<file path="config.mk">
export PLATFORM = sky130hd
export DESIGN_NAME = numeric_literal_length_scanner
export DESIGN_NICKNAME = d
export VERILOG_FILES = /design/src/sv/numlit_pkg.sv /design/src/sv/numlit_core.sv /design/src/sv/numeric_literal_length_scanner.sv
export SDC_FILE = /design/constraint.sdc
export NUM_CORES = 1
export LEC_CHECK = 0
export ABC_CLOCK_PERIOD_IN_PS = 3100
export CAP_MARGIN = 30
export CORE_MARGIN = 1
export CORE_UTILIZATION = 30
export DETAILED_ROUTE_END_ITERATION = 16
export DONT_BUFFER_PORTS = 1
export GPL_TIMING_DRIVEN = 1
export PLACE_DENSITY = 0.4
export SLEW_MARGIN = 20
export SYNTH_ARGS = -nofsm -noshare
export SYNTH_HDL_FRONTEND = slang
export SYNTH_SLANG_ARGS = --single-unit
</file>
<file path="constraint.sdc">
create_clock -name clk -period 3.1 [get_ports clk]
set_input_delay 0 -clock clk [delete_from_list [all_inputs] [get_ports clk]]
set_output_delay 0 -clock clk [all_outputs]
set_load 0.01 [all_outputs]
</file>
<file path="src/sv/numlit_pkg.sv">
// Shared types, character codes and class functions for the numeric literal scanner.
package numlit_pkg;

  localparam int unsigned LENGTH_BITS = 12;
  localparam logic [LENGTH_BITS-1:0] LEN_MAX = {LENGTH_BITS{1'b1}};

  localparam logic [7:0] CH_PLUS  = 8'h2B;
  localparam logic [7:0] CH_MINUS = 8'h2D;
  localparam logic [7:0] CH_POINT = 8'h2E;
  localparam logic [7:0] CH_EXP_U = 8'h45;
  localparam logic [7:0] CH_EXP_L = 8'h65;
  localparam logic [7:0] CH_ZERO  = 8'h30;
  localparam logic [7:0] CH_NINE  = 8'h39;
  localparam logic [7:0] CH_SPACE = 8'h20;
  localparam logic [7:0] CH_TAB   = 8'h09;
  localparam logic [7:0] CH_CR    = 8'h0D;

  typedef enum logic [9:0] {
    PH_IDLE  = 10'b00_0000_0001,
    PH_LEAD  = 10'b00_0000_0010,
    PH_SIGN  = 10'b00_0000_0100,
    PH_INT   = 10'b00_0000_1000,
    PH_DOT   = 10'b00_0001_0000,
    PH_FRAC  = 10'b00_0010_0000,
    PH_EXPM  = 10'b00_0100_0000,
    PH_EXPS  = 10'b00_1000_0000,
    PH_EXPD  = 10'b01_0000_0000,
    PH_TRAIL = 10'b10_0000_0000
  } phase_t;

  typedef struct packed {
    logic       start_of_text;
    logic [7:0] text_char;
  } in_beat_t;

  typedef struct packed {
    logic [LENGTH_BITS-1:0] number_length;
    logic                   length_saturated;
  } out_beat_t;

  function automatic logic is_space(input logic [7:0] c);
    return (c == CH_SPACE) || (c >= CH_TAB && c <= CH_CR);
  endfunction

  function automatic logic is_digit(input logic [7:0] c);
    return (c >= CH_ZERO) && (c <= CH_NINE);
  endfunction

  function automatic logic is_sign(input logic [7:0] c);
    return (c == CH_PLUS) || (c == CH_MINUS);
  endfunction

  function automatic logic is_expo(input logic [7:0] c);
    return (c == CH_EXP_U) || (c == CH_EXP_L);
  endfunction

endpackage

</file>
<file path="src/sv/numlit_core.sv">
// Scan state registers and the per-character step logic.
module numlit_core (
  input  logic                 clk,
  input  logic                 rst_n,
  input  logic                 cfg_wr_en,
  input  logic                 cfg_wr_data,
  input  logic                 step_en,
  input  numlit_pkg::in_beat_t step_data,
  output logic                 res_valid,
  output numlit_pkg::out_beat_t res_data
);
  import numlit_pkg::*;

  phase_t                 phase_r, phase_nxt, ph_e;
  logic [LENGTH_BITS-1:0] pos_r, pos_nxt, pos_e;
  logic [LENGTH_BITS-1:0] mark_r, mark_nxt, mark_e;
  logic                   dseen_r, dseen_nxt, ds_e;
  logic                   sat_r, sat_nxt, sat_e;
  logic                   cts_r;
  logic [7:0]             c;
  logic                   take, emit;
  phase_t                 take_ph;
  logic [LENGTH_BITS-1:0] emit_len;

  assign c = step_data.text_char;

  always_comb begin
    ph_e   = phase_r;
    pos_e  = pos_r;
    mark_e = mark_r;
    ds_e   = dseen_r;
    sat_e  = sat_r;
    if (step_data.start_of_text) begin
      ph_e   = PH_LEAD;
      pos_e  = '0;
      mark_e = '0;
      ds_e   = 1'b0;
      sat_e  = 1'b0;
    end
  end

  always_comb begin
    take      = 1'b0;
    take_ph   = PH_IDLE;
    emit      = 1'b0;
    emit_len  = pos_e;
    mark_nxt  = mark_e;
    dseen_nxt = ds_e;
    unique case (ph_e)
      PH_LEAD, PH_SIGN: begin
        if (ph_e == PH_LEAD && is_space(c)) begin
          take = 1'b1; take_ph = PH_LEAD;
        end else if (ph_e == PH_LEAD && is_sign(c)) begin
          take = 1'b1; take_ph = PH_SIGN;
        end else if (is_digit(c)) begin
          dseen_nxt = 1'b1; take = 1'b1; take_ph = PH_INT;
        end else if (c == CH_POINT) begin
          take = 1'b1; take_ph = PH_DOT;
        end else begin
          emit = 1'b1; emit_len = '0;
        end
      end
      PH_INT, PH_DOT, PH_FRAC, PH_EXPD: begin
        if (is_digit(c)) begin
          take = 1'b1;
          take_ph = (ph_e == PH_DOT) ? PH_FRAC : ph_e;
          if (ph_e == PH_DOT) dseen_nxt = 1'b1;
        end else if (ph_e == PH_INT && c == CH_POINT) begin
          take = 1'b1; take_ph = PH_DOT;
        end else if (ph_e == PH_DOT && !ds_e) begin
          emit = 1'b1; emit_len = '0;
        end else if (ph_e != PH_EXPD && is_expo(c)) begin
          mark_nxt = pos_e; take = 1'b1; take_ph = PH_EXPM;
        end else if (cts_r && is_space(c)) begin
          take = 1'b1; take_ph = PH_TRAIL;
        end else begin
          emit = 1'b1;
        end
      end
      PH_EXPM, PH_EXPS: begin
        if (ph_e == PH_EXPM && is_sign(c)) begin
          take = 1'b1; take_ph = PH_EXPS;
        end else if (is_digit(c)) begin
          take = 1'b1; take_ph = PH_EXPD;
        end else begin
          emit = 1'b1; emit_len = mark_e;
        end
      end
      PH_TRAIL: begin
        if (is_space(c)) begin
          take = 1'b1; take_ph = PH_TRAIL;
        end else begin
          emit = 1'b1;
        end
      end
      default: begin
      end
    endcase

    pos_nxt   = pos_e;
    sat_nxt   = sat_e;
    phase_nxt = emit ? PH_IDLE : ph_e;
    if (take) begin
      phase_nxt = take_ph;
      if (pos_e == LEN_MAX) begin
        sat_nxt = 1'b1;
      end else begin
        pos_nxt = pos_e + 1'b1;
      end
    end
  end

  assign res_valid                 = step_en && emit;
  assign res_data.number_length    = emit_len;
  assign res_data.length_saturated = sat_e;

  always_ff @(posedge clk) begin
    if (!rst_n) begin
      phase_r <= PH_IDLE;
      pos_r   <= '0;
      mark_r  <= '0;
      dseen_r <= 1'b0;
      sat_r   <= 1'b0;
      cts_r   <= 1'b0;
    end else begin
      if (cfg_wr_en) cts_r <= cfg_wr_data;
      if (step_en) begin
        phase_r <= phase_nxt;
        pos_r   <= pos_nxt;
        mark_r  <= mark_nxt;
        dseen_r <= dseen_nxt;
        sat_r   <= sat_nxt;
      end
    end
  end

endmodule

</file>
<file path="src/sv/numeric_literal_length_scanner.sv">
// Top level: input beat register, scan core and result register.
// Output: the core's result enters the result register as the closing beat steps.
// Throughput: one character per cycle unless stalled; the scan step is combinational.
// Stalls on the result side hold the input register and, through it, in_stall.
// Reset (rst_n low, synchronous) clears the valid flags of both registers,
// the scan state and the trailing-space register; then it waits for a start of text.
module numeric_literal_length_scanner (
  input  logic                  clk,
  input  logic                  rst_n,
  input  logic                  in_valid,
  output logic                  in_stall,
  input  numlit_pkg::in_beat_t  in_data,
  output logic                  out_valid,
  input  logic                  out_stall,
  output numlit_pkg::out_beat_t out_data,
  input  logic                  cfg_wr_en,
  input  logic                  cfg_wr_data
);
  import numlit_pkg::*;

  logic      in_vld_r;
  in_beat_t  in_data_r;
  logic      out_vld_r;
  out_beat_t out_data_r;
  logic      advance, step_en, res_valid;
  out_beat_t res_data;

  assign advance  = !out_vld_r || !out_stall;
  assign in_stall = in_vld_r && !advance;
  assign step_en  = in_vld_r && advance;

  numlit_core u_core (
    .clk        (clk),
    .rst_n      (rst_n),
    .cfg_wr_en  (cfg_wr_en),
    .cfg_wr_data(cfg_wr_data),
    .step_en    (step_en),
    .step_data  (in_data_r),
    .res_valid  (res_valid),
    .res_data   (res_data)
  );

  always_ff @(posedge clk) begin
    if (!rst_n) begin
      in_vld_r  <= 1'b0;
      out_vld_r <= 1'b0;
    end else begin
      if (!in_stall) in_vld_r <= in_valid;
      if (advance) out_vld_r <= res_valid;
    end
  end

  always_ff @(posedge clk) begin
    if (in_valid && !in_stall) in_data_r <= in_data;
    if (advance && res_valid) out_data_r <= res_data;
  end

  assign out_valid = out_vld_r;
  assign out_data  = out_data_r;

endmodule

</file>
## Word level (Yosys, flattened, before mapping)

Index checks and enable logic that the tools add are counted.

| word-level totals | value |
|---|---|
| output and inout port bits | 15 |
| input port bits | 15 |
| flip-flop bits (word level) | 61 |
| logic and storage cells | 132 |

| operators by class | value |
|---|---|
| add/sub/neg operators | 1 |
| magnitude comparators | 4 |
| eq/ne operators | 17 |
| muxes and demuxes | 72 |
| reduce and logical (&&, ||, !) cells | 26 |

Operators with widths:

| cell | count |
|---|---|
| 12-bit two-way mux | 18 |
| 10-bit two-way mux | 14 |
| 10-bit case mux with 4 select lines | 1 |
| 12-bit case mux with 3 select lines | 1 |
| 1-bit two-way mux | 33 |
| 8-bit by 6-bit equality test with 1-bit output (second input constant) | 4 |
| 8-bit by 7-bit equality test with 1-bit output (second input constant) | 2 |
| 1-bit logical AND | 14 |
| 12-bit by 1-bit adder with 12-bit output (second input constant) | 1 |
| 12-bit equality test (second input constant) | 1 |
| 10-bit equality test (second input constant) | 1 |
| 10-bit by 2-bit equality test with 1-bit output (second input constant) | 1 |
| 10-bit by 3-bit equality test with 1-bit output (second input constant) | 1 |
| 10-bit by 4-bit equality test with 1-bit output (second input constant) | 1 |
| 10-bit by 5-bit equality test with 1-bit output (second input constant) | 1 |
| 10-bit by 6-bit equality test with 1-bit output (second input constant) | 1 |
| 10-bit by 7-bit equality test with 1-bit output (second input constant) | 1 |
| 10-bit by 8-bit equality test with 1-bit output (second input constant) | 1 |
| 10-bit by 9-bit equality test with 1-bit output (second input constant) | 1 |
| 10-bit by 9-bit != test with 1-bit output (second input constant) | 1 |
| 9-bit two-way mux | 1 |
| 8-bit by 4-bit greater-or-equal comparator with 1-bit output (second input constant) | 1 |
| 8-bit by 6-bit greater-or-equal comparator with 1-bit output (second input constant) | 1 |
| 8-bit by 4-bit <= comparator with 1-bit output (second input constant) | 1 |
| other kinds (8) | 17 |

## Logic depth before layout (Yosys ltp)

Gate-level depths: netlist (run 1).

| depth | value |
|---|---|
| depth in word-level cells | 12 |
| depth in mapped cells | 12 |
| mapped depth without buffers | 11 |

## By module

A second synthesis (run 1) with hierarchy kept.

| unflattened totals | value |
|---|---|
| cells, all modules | 349 |
| area, all modules | 3218.1 um^2 |

Modules (own cells, without submodules):

| module | cells each | area each (um^2) | seq. area each (um^2) | times used |
|---|---|---|---|---|
| numlit_core | 318 | 2466.1 | 740.7 | 1 |
| numeric_literal_length_scanner | 31 | 752.0 | 700.7 | 1 |

## Least setup slack after synthesis (run 1)

OpenSTA, ideal clock, no wires.

| timing | value |
|---|---|
| kind | reg-to-reg |
| start point | register in_data_r[8] (netlist name) |
| end point | register out_data_r, in the netlist out_data[0] (enable) |
| period minus slack after synthesis | 2.706 ns |
| setup time | 0.390 ns |
| path buffers | 1 |
| stages on the path, launching flop included | 8 |
| data required time | 2.710 ns |
| data arrival time | 2.316 ns |
| setup slack | 0.394 ns |
| cell sequence | edfxtp_1 -> clkbuf_1 -> nor4_1 -> and3_1 -> nand2b_1 -> o221a_4 -> a221oi_1 -> a21oi_1 |

| between the ends | value |
|---|---|
| cells in the longest elaborated chain, start to end | 10 |
| elaborated cells on any way between the ends | 32 |
| classes of those cells | eq/ne (10); mux (10); reduce/logical (12) |

Ends and longest elaborated chain:

| item | line | source |
|---|---|---|
| start, declared | numeric_literal_length_scanner.sv:22 | `in_beat_t in_data_r;` |
| start signal, assigned | numeric_literal_length_scanner.sv:54 | `if (in_valid && !in_stall) in_data_r <= in_data;` |
| 10-bit two-way mux | numlit_core.sv:33 | `if (step_data.start_of_text) begin` |
| 10-bit by 9-bit != test with 1-bit output | numlit_core.sv:72 | `end else if (ph_e != PH_EXPD && is_expo(c)) begin` |
| 1-bit logical AND | numlit_core.sv:72 |  |
| 1-bit two-way mux | numlit_core.sv:72 |  |
| 1-bit two-way mux | numlit_core.sv:70 | `end else if (ph_e == PH_DOT && !ds_e) begin` |
| 1-bit two-way mux | numlit_core.sv:68 | `end else if (ph_e == PH_INT && c == CH_POINT) begin` |
| 1-bit two-way mux | numlit_core.sv:64 | `if (is_digit(c)) begin` |
| 1-bit case mux with 4 select lines * | numlit_core.sv:49 | `unique case (ph_e)` |
| 1-bit logical AND * | numlit_core.sv:113 | `assign res_valid = step_en && emit;` |
| 1-bit logical AND * | numeric_literal_length_scanner.sv:55 | `if (advance && res_valid) out_data_r <= res_data;` |
| end signal, assigned | numeric_literal_length_scanner.sv:55 |  |
| end, declared | numeric_literal_length_scanner.sv:24 | `out_beat_t out_data_r;` |

Every way passes the cells marked *; elsewhere a longest branch is shown, timed or not.
A chain may end at the register's enable or synchronous reset.

## Final worst setup path (run 1)

| timing | value |
|---|---|
| start point | register in_data_r[8] (netlist name) |
| end point | register u_core.phase_r[0] |

| between the ends | value |
|---|---|
| cells in the longest elaborated chain, start to end | 10 |
| elaborated cells on any way between the ends | 49 |
| classes of those cells | eq/ne (10); mux (29); reduce/logical (10) |

Ends and longest elaborated chain:

| item | line | source |
|---|---|---|
| 10-bit two-way mux | numlit_core.sv:33 |  |
| 10-bit by 9-bit != test with 1-bit output | numlit_core.sv:72 |  |
| 1-bit logical AND | numlit_core.sv:72 |  |
| 1-bit two-way mux | numlit_core.sv:72 |  |
| 1-bit two-way mux | numlit_core.sv:70 |  |
| 1-bit two-way mux | numlit_core.sv:68 |  |
| 1-bit two-way mux | numlit_core.sv:64 |  |
| 1-bit case mux with 4 select lines | numlit_core.sv:49 |  |
| 10-bit two-way mux | numlit_core.sv:102 | `phase_nxt = emit ? PH_IDLE : ph_e;` |
| 10-bit two-way mux * | numlit_core.sv:103 | `if (take) begin` |
| end signal, assigned | numlit_core.sv:128 | `phase_r <= phase_nxt;` |
| end, declared | numlit_core.sv:14 | `phase_t phase_r, phase_nxt, ph_e;` |

Marks and branches as above.

==> metrics.txt, run 1 <==
outcome finished, final reports clean; Avg Inst Size Synth 9.21 um^2; Startpoint Class flip-flop; port buffer count 0; Slew @ Worst Pin 0.787 ns; gr usage total 16.7%; Tightest Hold Check Type input pin to flip-flop; # DRC 0; max cap viols 0; CTS root buf clkbuf_8; critical path launch point in_data_r[8]; Initial Util 31.1%; clock tree sinks 61; Primary FF master, synth dfxtp_1; share of cells above drive strength 1 12.0%; clock share of power 43.9%; Die ar. 11,200 um^2; total wire length 8.83 mm; Area Overhead vs Synth 16.0%; Worst Skew 0.0153 ns; share of the synthesized area in the top cell type 24.2%; Reg2Reg Depth 8; Arr. time, crit path 2.93 ns; Seq/Total Area, Yosys 44.7%; Placement Rows 37; post-DR vias/cell 5.34; Antenna Cells 0; drt first pass iters 4; Worst R2R Setup Slack 0.37 ns; Placeable Area 10,400 um^2; Worst Path Max Fanout 15; largest area contributor in the netlist dfxtp_1; RD Place Congestion 0.776; net load switching power 437 uW; #FFs+latches synth 61; Die Wd 106 um; Synth Net Count 366; combinational power share 6.2%; CTS max path bufs 2; Post-synth ARST share 0%; Worst-Skew Late Latency 0.35 ns; vias 2,721; Switching Share 25.4%; post-route setup TNS 0 ns; Period Utilization, post-route 88.2%; Synth Instances 350; Filler cells 1,086; EDFF count, synth 22; end point of the critical path u_core.phase_r[0]; WS Path Type flip-flop to flip-flop; Mapped Area 3220 um^2; drt wl/cell 17.3 um; Final Hold Fails 0; register area 1440 um^2; grt ovf 0; htree depth 3; Max rail drop VDD 0.222 mV; RSZ-0062 raised after global routing no; Die H 106 um; most common cell in the synthesized netlist dfxtp_1; Worst R2R End u_core.phase_r[0]; CTS tree yes; number of distinct library cells after synthesis 61; internal power 1280 uW; TritonCTS Buffers 9; area of the multi-input gates 1650 um^2; Leak 0.00128 uW; Reg clk slew, reported paths 0.07 ns; Flop pwr share 49.9%; first-pass GRT wire length 14.3 mm; Setup Viol. Count Final 0; Final nets 385; Worst Path Required 3.29 ns; setup repair bufs after CTS 0; Tot Pwr 1720 uW; number of top-level pins 30; DP HPWL 6.06 mm; Final min period 2.73 ns; fmax 366 MHz; Synth top cells by count dfxtp_1 (39), nand2_1 (35), nor2_1 (35), edfxtp_1 (22), a21oi_1 (20); Worst Setup End Kind flip-flop; initial antenna violation count 0; YS warnings 0; vias in the first global route 2,609; pwr dens 459 nW/um^2; Slew Viols, Final 0; RR Startpoint in_data_r[8]; Post-DRT Antenna Nets 0; synth top area cells dfxtp_1 (24%), edfxtp_1 (20%), nand2_1 (4.1%); DRT iter0 DRCs 142; worst rel slew slack 47.4%; largest net degree at the start of global routing 28
sequential cells by signal (all words and copies together), names as in the netlist:
name and cells:
in_data_r 9, in_vld_r 1, out_data 13, out_valid 1
u_core.cts_r 1, u_core.dseen_r 1, u_core.mark_r 12, u_core.phase_r 10
u_core.pos_r 12, u_core.sat_r 1
cells by family after synthesis:
kind of cell	share of synthesized area (%)
buffers and inverters	4.08
multiplexers	3.42
XOR/XNOR	1.09
flip-flops	44.7
AND/OR/NAND/NOR	25.5
adder cells (fa/ha/maj)	0.388
AO/OA/AOI/OAI	20.8
repair_timing:
| item | 4_1_cts | 5_1_grt |
|---|---|---|
| endpoints found under the hold margin | 23 | 0 |
| hold buffers | 14 | 0 |
| gates resized for setup | 0 | 0 |
power groups by stage:
stage	Sequential [uW]	Combinational [uW]	Clock [uW]
floorplan	869	66.2	0
global placement	875	90.6	0
detailed placement	875	89.1	0
CTS	857	108	781
global route	859	117	812
finish	857	107	754
layout by cell type, fill, tap and decap left out, drive strengths merged, types with 7 or more instances in the layout:
cell and count:
a21oi 22, dlygate4sd3 14, nor2 37, nor2b 7, nand3 19, clkbuf 10, o21ai 9, inv 10
a22oi 15, edfxtp 22, nand2b 8, dfxtp 39, and3 9, a22o 8, nor3 9, buf 13
mux2i 11, nand2 35
per-stage QoR:
step / std cells / setup slack (ns) / hold slack [ns] / utilization [%] / area (um^2)
final: 510 / 0.366 / 0.0527 / 36.1 / 3740
after global placement: 480 / 0.351 / 0.0989 / 32.7 / 3390
after CTS: 510 / 0.398 / 0.0386 / 36.1 / 3740
after detailed placement: 480 / 0.432 / 0.0989 / 32.7 / 3390
after floorplan: 350 / 0.394 / 0.0989 / - / 3220
after global routing: 510 / 0.214 / 0.0599 / 36.1 / 3740
worst min-delay path by stage:
| stage | startpoint | depth (start not counted) | endpoint |
|---|---|---|---|
| after floorplan | in_data[0] | 0 | in_data_r[0] |
| after global placement | in_data[2] | 0 | in_data_r[2] |
| after detailed placement | in_data[2] | 0 | in_data_r[2] |
| after CTS | out_stall | 3 | in_vld_r |
| after global routing | out_stall | 3 | in_vld_r |
| final | out_stall | 3 | in_vld_r |
metal layers:
metal  global-route usage [%]  part of all wire, %  wire (um)  up-vias
li1                         -                    -          -     1346
met1                     24.3                   51       4540     1290
met2                     24.7                   43       3790       79
met3                     3.34                  4.6        407        6
met4                     5.06                  1.0         92        0
met5                        0                    0          0        -
cell type report:
cell class	count	area share, %
clock inverter	6	1.84
multi-input combinational	261	44.1
clock buffer	10	3.68
inverter	9	0.903
tap	136	4.55
sequential	61	38.5
timing repair buffer	27	6.36
worst max-delay path, cell delays in order (launching register included):
cell and delay [ns]:
edfxtp_1 0.56, or4_4 0.51, nor3_2 0.30, a31oi_1 0.19, o221a_4 0.18, a221oi_1 0.32
a21oi_1 0.11, buf_4 0.24, nand3b_1 0.17
Note: power is estimated with default switching activity, not from simulation.
==> run 2, diff against run 1 <==
Settings changed: CELL_PAD_IN_SITES_DETAIL_PLACEMENT from default to 0, CELL_PAD_IN_SITES_GLOBAL_PLACEMENT from default to 2, CORE_ASPECT_RATIO from default to 0.8, PLACE_DENSITY 0.4 to 0.59.
==> metrics.txt, run 2 (synthesized netlist as in run 1, its figures left out) <==
post-DR vias/cell 5.32 (-0.22%); total wire length 9.37 mm (+6.1%); CTS tree yes; Antenna Cells 0 (unchanged); Startpoint Class flip-flop; Worst Setup End Kind flip-flop; Period Utilization, post-route 89.7% (+1.5 points); WS Path Type flip-flop to flip-flop; combinational power share 6.0% (-0.2 points); clock tree sinks 61 (unchanged); CTS root buf clkbuf_16; grt ovf 0 (unchanged); hold depth 2 (-1); Tot Pwr 1960 uW (+14%); drt wl/cell 18.1 um (+4.3%); post-route setup TNS 0 ns (unchanged); pwr dens 505 nW/um^2 (+9.9%); Die ar. 11,200 um^2 (about the same); Critical Path Max Stage Delay 0.50 ns (-0.06 ns); number of flip-flops in the largest register 13 (unchanged); Setup Viol. Count Final 0 (unchanged); drt first pass iters 4 (unchanged); Switching Share 23.1% (-2.3 points); Setup WS post-layout 0.318 ns (-0.0473 ns); Die H 94.7 um (-10%); fmax 360 MHz (-1.7%); Die Wd 118 um (+12%); Post-DRT Antenna Nets 0 (unchanged); Slew Viols, Final 0 (unchanged); vias in the first global route 2,512 (-3.7%); Flop pwr share 43.6% (-6.3 points); Hold WS 0.0341 ns (-0.0185 ns); Max rail drop VDD 0.247 mV (+11%); largest net degree at the start of global routing 28 (unchanged); DP HPWL 6.62 mm (+9.2%); Final Hold Fails 0 (unchanged); Worst Path Max Fanout 13 (-2); Placement Rows 33 (-11%); Arr. time, crit path 2.97 ns (+0.04 ns); CTS max path bufs 2 (unchanged); Worst R2R Setup Slack 0.32 ns (-0.05 ns); vias 2,763 (+1.5%); Placeable Area 10,400 um^2 (about the same); htree depth 3 (unchanged); most frequent CP cell buf_4; gr usage total 17.8% (+1.1 points); Final min period 2.78 ns (+0.0473 ns); most frequent cells in the layout dfxtp_1 (39), nand2_1 (35), nor2_1 (35); Worst R2R End u_core.phase_r[0]; first-pass GRT wire length 14.8 mm (+3.9%); share of cells above drive strength 1 12.9% (+0.90 points); Hold Startpoint rst_n; internal power 1510 uW (+18%); Area Overhead vs Synth 20.7%; outcome finished, final reports clean; Initial Util 31.1% (about the same); Reg2Reg Depth 9 (+1); net load switching power 454 uW (+4.0%); # DRC 0 (unchanged); Slew @ Worst Pin 0.819 ns (+0.0319 ns); Worst Skew 0.00636 ns (-0.00890 ns); crit-path cells buf_4, or4_4, nor3_2, a31oi_1, o221a_4, a221oi_1, a21oi_1, buf_4, nand3b_1; Final nets 390 (+1.3%); Worst Path Required 3.29 ns (about the same); number of top-level pins 30 (unchanged); initial antenna violation count 0 (unchanged); worst rel slew slack 45.2% (-2.1 points); RD Place Congestion 0.846 (+9.1%); RR Startpoint in_data_r[8]; RSZ-0062 raised after global routing no; Hold Path End u_core.phase_r[4]; port buffer count 0 (unchanged); DRT iter0 DRCs 154 (+8.5%); clock share of power 50.4% (+6.5 points); Leak 0.00135 uW (+5.4%); TritonCTS Buffers 9 (unchanged); Reg clk slew, reported paths 0.06 ns (about the same); CP max stage cell edfxtp_1; max cap viols 0 (unchanged); Worst-Skew Late Latency 0.33 ns (-0.02 ns); DP Worst Slack 0.194 ns (-0.239 ns); Tightest Hold Check Type input pin to flip-flop; most common cell after layout, fill and taps aside dfxtp_1
==> run 2: cell count changes in the layout (fill, tap and decap cells not counted), sizes merged <==
| cell | previous run | this run |
|---|---|---|
| buf | 13 | 18 |
| clkinv | 3 | 5 |
| inv | 10 | 8 |
==> run 2: area by class of cell <==
cell class,instances,area (um^2)
Timing Repair Buffer,32,295
Inverter,9,33.8
Clock buffer,10,229
Multi-Input combinational cell,261,1650
Sequential cell,61,1440
Tap cell,140,175
Fill cell,1069,6470
Clock inverter,6,63.8
==> run 2: layer usage <==
layer  GRT usage, %  wire [um]
met3           5.25        513
met5              0          0
met2           23.7       3720
met1           26.9       5060
met4           5.13         75
==> run 2: how the worst max path moves through the flow <==
| stage | depth (start not counted) | end | slack [ns] | from |
|---|---|---|---|---|
| finish | 9 | u_core.phase_r[0] | 0.32 | in_data_r[8] |
| global route | 9 | u_core.phase_r[0] | 0.06 | in_data_r[8] |
| CTS | 9 | u_core.pos_r[11] | 0.17 | in_data_r[8] |
| detailed placement | 9 | u_core.pos_r[11] | 0.19 | in_data_r[8] |
| global placement | 9 | u_core.pos_r[11] | 0.19 | in_data_r[8] |
| floorplan | 7 | out_data[0] | 0.39 | in_data_r[8] |
==> run 2: critical path: cells and delay by family, from the launching register on <==
| kind | cells | cell delay (ns) |
|---|---|---|
| AOI/OAI and AO/OA | 4 | 0.77 |
| buffers and inverters | 2 | 0.47 |
| DFF | 1 | 0.50 |
| and+or+nand+nor | 3 | 0.89 |
==> run 2: repair_timing <==
action	CTS	global route
gates resized for setup	0	1
endpoints found under the hold margin	23	0
hold buffers	14	0
setup endpoints to repair	0	2
buffers inserted	0	0
==> run 2: power groups by stage <==
stage,registers [uW],clock network [uW],logic [uW]
after floorplan,869,0,66.2
after global placement,874,0,97.4
after detailed placement,874,0,96.0
after CTS,857,1020,115
after global routing,859,1060,129
final,857,989,118
==> run 2: through the flow <==
| stage | instances | instance area (um^2) | utilization [%] |
|---|---|---|---|
| after floorplan | 350 | 3220 | - |
| after global placement | 488 | 3430 | 33.1 |
| after detailed placement | 488 | 3430 | 33.1 |
| after CTS | 518 | 3860 | 37.3 |
| after global routing | 519 | 3890 | 37.5 |
| final | 519 | 3890 | 37.5 |
==> run 3, diff against run 2 <==
Settings changed: ABC_AREA from default to 1, CTS_CLUSTER_SIZE from default to 25, GPL_TIMING_DRIVEN 1 to default, PLACE_DENSITY 0.59 to 0.64.
==> metrics.txt, run 3 <==
most frequent cells in the layout nand2_1 (139), inv_1 (61), nor2_1 (47); Compound-Gate Fraction of Synth Area 15.4% (-5.4 points); total wire length 11.8 mm (+26%); Placeable Area 11,800 um^2 (+14%); #FFs+latches synth 61 (unchanged); vias in the first global route 3,282 (+31%); Critical Path Max Stage Delay 0.46 ns (-0.04 ns); Flop pwr share 42.1% (-1.5 points); WS Path Type flip-flop to flip-flop; Hold Startpoint out_stall; drt wl/cell 16.7 um (-7.7%); Area after DPL 3920 um^2 (+14%); Reg2Reg Depth 13 (+4); post-synthesis adder-cell area fraction 0.338% (-0.050 points); Filler cells 1,249 (+17%); Worst Path Max Fanout 16 (+3); most common cell after layout, fill and taps aside nand2_1; Avg Inst Size Synth 6.95 um^2 (-25%); Area Overhead vs Synth 18.4%; Worst Path Required 3.39 ns (+0.10 ns); register area 1440 um^2 (unchanged); # DRC 0 (unchanged); Leak 0.00173 uW (+29%); hold depth 2 (unchanged); worst rel slew slack 64.8% (+20 points); internal power 1540 uW (+2.2%); Startpoint Class flip-flop; outcome finished, final reports clean; Die H 101 um (+7.0%); Setup Viol. Count Final 0 (unchanged); vias 3,594 (+30%); largest net degree at the start of global routing 40 (+43%); Final Hold Fails 0 (unchanged); Period Utilization, post-route 89.4% (-0.35 points); pwr dens 475 nW/um^2 (-5.9%); Worst R2R End u_core.phase_r[8]; RD Place Congestion 0.854 (+0.90%); YS warnings 0 (unchanged); Slew @ Worst Pin 0.527 ns (-0.291 ns); initial antenna violation count 0 (unchanged); Slew Viols, Final 0 (unchanged); crit-path cells inv_2, nand2_1, nand2_1, nor2_4, nand2_1, nor2_2, nor2_1, nand4_1, nor2_2, nand2_1, nand3_1, o211ai_1, inv_1; combinational power share 9.2% (+3.2 points); multiplexer share of the synthesized area 0% (-3.4 points); gr usage total 19.6% (+1.8 points); RSZ-0062 raised after global routing no; post-DR vias/cell 5.07 (-4.8%); clock share of power 48.7% (-1.7 points); Antenna Cells 0 (unchanged); largest family of logic cells by synthesized area simple AND/OR/NAND/NOR gates; Synth top cells by count nand2_1 (139), inv_1 (61), nor2_1 (47), a21oi_1 (43), dfxtp_1 (39); net load switching power 542 uW (+19%); htree depth 3 (unchanged); Tightest Hold Check Type input pin to flip-flop; Arr. time, crit path 3.06 ns (+0.09 ns); Primary FF master, synth dfxtp_1; most common cell in the synthesized netlist nand2_1; drt first pass iters 5 (+1); number of flip-flops in the largest register 13 (unchanged); Placement Rows 35 (+6.1%); CP max stage cell nor2_2; CTS root buf clkbuf_16; Post-synth ARST share 0% (unchanged); fmax 361 MHz (+0.39%); max cap viols 0 (unchanged); largest area contributor in the netlist dfxtp_1; DRT iter0 DRCs 223 (+45%); Worst Skew 0.0169 ns (+0.0106 ns); share of the synthesized area in the top cell type 21.1% (-3.1 points); CTS tree yes; Final nets 572 (+47%); port buffer count 0 (unchanged); Worst Setup End Kind flip-flop; DP HPWL 8.57 mm (+30%); most frequent CP cell nand2_1; Post-CTS Resized 0 (unchanged); number of distinct library cells after synthesis 38 (-38%); EDFF count, synth 22 (unchanged); Die ar. 12,800 um^2 (+15%); Post-DRT Antenna Nets 0 (unchanged); Mapped Area 3700 um^2 (+15%); TritonCTS Buffers 9 (unchanged); Synth Instances 533 (+52%); first-pass GRT wire length 18.7 mm (+26%); CTS max path bufs 2 (unchanged); Worst R2R Setup Slack 0.33 ns (about the same); XOR/XNOR share of the synthesized area 0.236% (-0.85 points); Switching Share 26.0% (+2.9 points); synth top area cells dfxtp_1 (21%), edfxtp_1 (18%), nand2_1 (14%); number of top-level pins 30 (unchanged); area of the multi-input gates 1910 um^2 (+16%); Initial Util 31.4% (+0.34 points); Finished Cell Area 4390 um^2 (+13%); post-route setup TNS 0 ns (unchanged); Worst-Skew Late Latency 0.34 ns (about the same); Seq/Total Area, Yosys 38.9% (-5.8 points); clock tree sinks 61 (unchanged); share of cells above drive strength 1 11.4% (-1.5 points); Die Wd 126 um (+7.1%); Max rail drop VDD 0.239 mV (-3.2%); Simple-Gate Fraction of Synth Area 35.6% (+10 points); Final min period 2.77 ns (-0.0108 ns); grt ovf 0 (unchanged); Synth Net Count 549 (+50%); Reg clk slew, reported paths 0.06 ns (about the same); RR Startpoint in_data_r[8]; Hold Path End out_valid
-- run 3: cell types whose count changed in the layout (fill, tap and decap cells not counted), sizes merged, moves of 11 or more --
cell   change
a21oi     +21
a22oi     -15
inv       +57
mux2i     -11
nand2    +111
nand3     +18
nand4     +19
nor2      +19
o21ai     +29
-- run 3: worst max-delay path, delay by kind of cell (launching register included) --
kind                   cells  cell delay (ns)
AND/OR/NAND/NOR           10             1.85
AO/OA/AOI/OAI              1             0.08
flip-flops                 1             0.43
buffers and inverters      2             0.35
-- run 3: kinds of logic after synthesis --
group | Yosys count
XOR/XNOR | 1
AO/OA/AOI/OAI | 105
AND/OR/NAND/NOR | 278
adder cells (fa/ha/maj) | 1
buffers and inverters | 87
flip-flops | 61
-- run 3: how the worst max path moves through the flow --
stage | start | to | slack, ns | cells past startpoint
floorplan | in_data_r[8] | u_core.pos_r[1] | 0.88 | 17
global placement | in_data_r[8] | u_core.phase_r[8] | 0.40 | 13
detailed placement | in_data_r[8] | out_data[12] | 0.35 | 12
CTS | in_data_r[8] | out_data[5] | 0.33 | 12
global route | in_data_r[8] | u_core.phase_r[8] | 0.001 | 13
finish | in_data_r[8] | u_core.phase_r[8] | 0.33 | 13
-- run 3: per-layer routing --
metal / global-route usage, % / wire length, um / share of wire, % / vias up
li1: - / - / - / 1838
met1: 30.2 / 6730 / 57 / 1662
met2: 26.7 / 4470 / 38 / 86
met3: 4.33 / 535 / 4.5 / 8
met4: 5.38 / 92 / 0.78 / 0
met5: 0 / 0 / 0 / -
-- run 3: what timing repair did --
item                                   in CTS  in global routing
buffers inserted                            0                  0
endpoints found under the hold margin      22                  4
hold buffers                               13                  1
-- run 3: area by class of cell --
type | instances | area share (%)
inverter | 66 | 5.65
tap | 148 | 4.22
timing repair buffer | 33 | 6.85
multi-input combinational | 385 | 43.6
clock buffer | 10 | 5.22
sequential | 61 | 32.9
clock inverter | 6 | 1.63
-- run 3: per-stage QoR --
step / total power (uW) / hold slack, ns / setup slack [ns] / cells / utilization [%]
finish: 2080 / 0.00769 / 0.329 / 709 / 37.2
global route: 2180 / 0.0206 / 0.00137 / 709 / 37.2
CTS: 2120 / 0.0156 / 0.328 / 707 / 36.9
detailed placement: 1070 / 0.0989 / 0.347 / 678 / 33.3
global placement: 1070 / 0.0964 / 0.401 / 678 / 33.3
floorplan: 1020 / 0.0942 / 0.877 / 533 / -
-- run 3: power groups by stage --
stage                     sequential, uW  combinational (uW)  clock, uW
after floorplan                      889                 130          0
after global placement               893                 173          0
after detailed placement             894                 173          0
after CTS                            877                 189       1050
after global routing                 881                 216       1080
final                                877                 192       1020
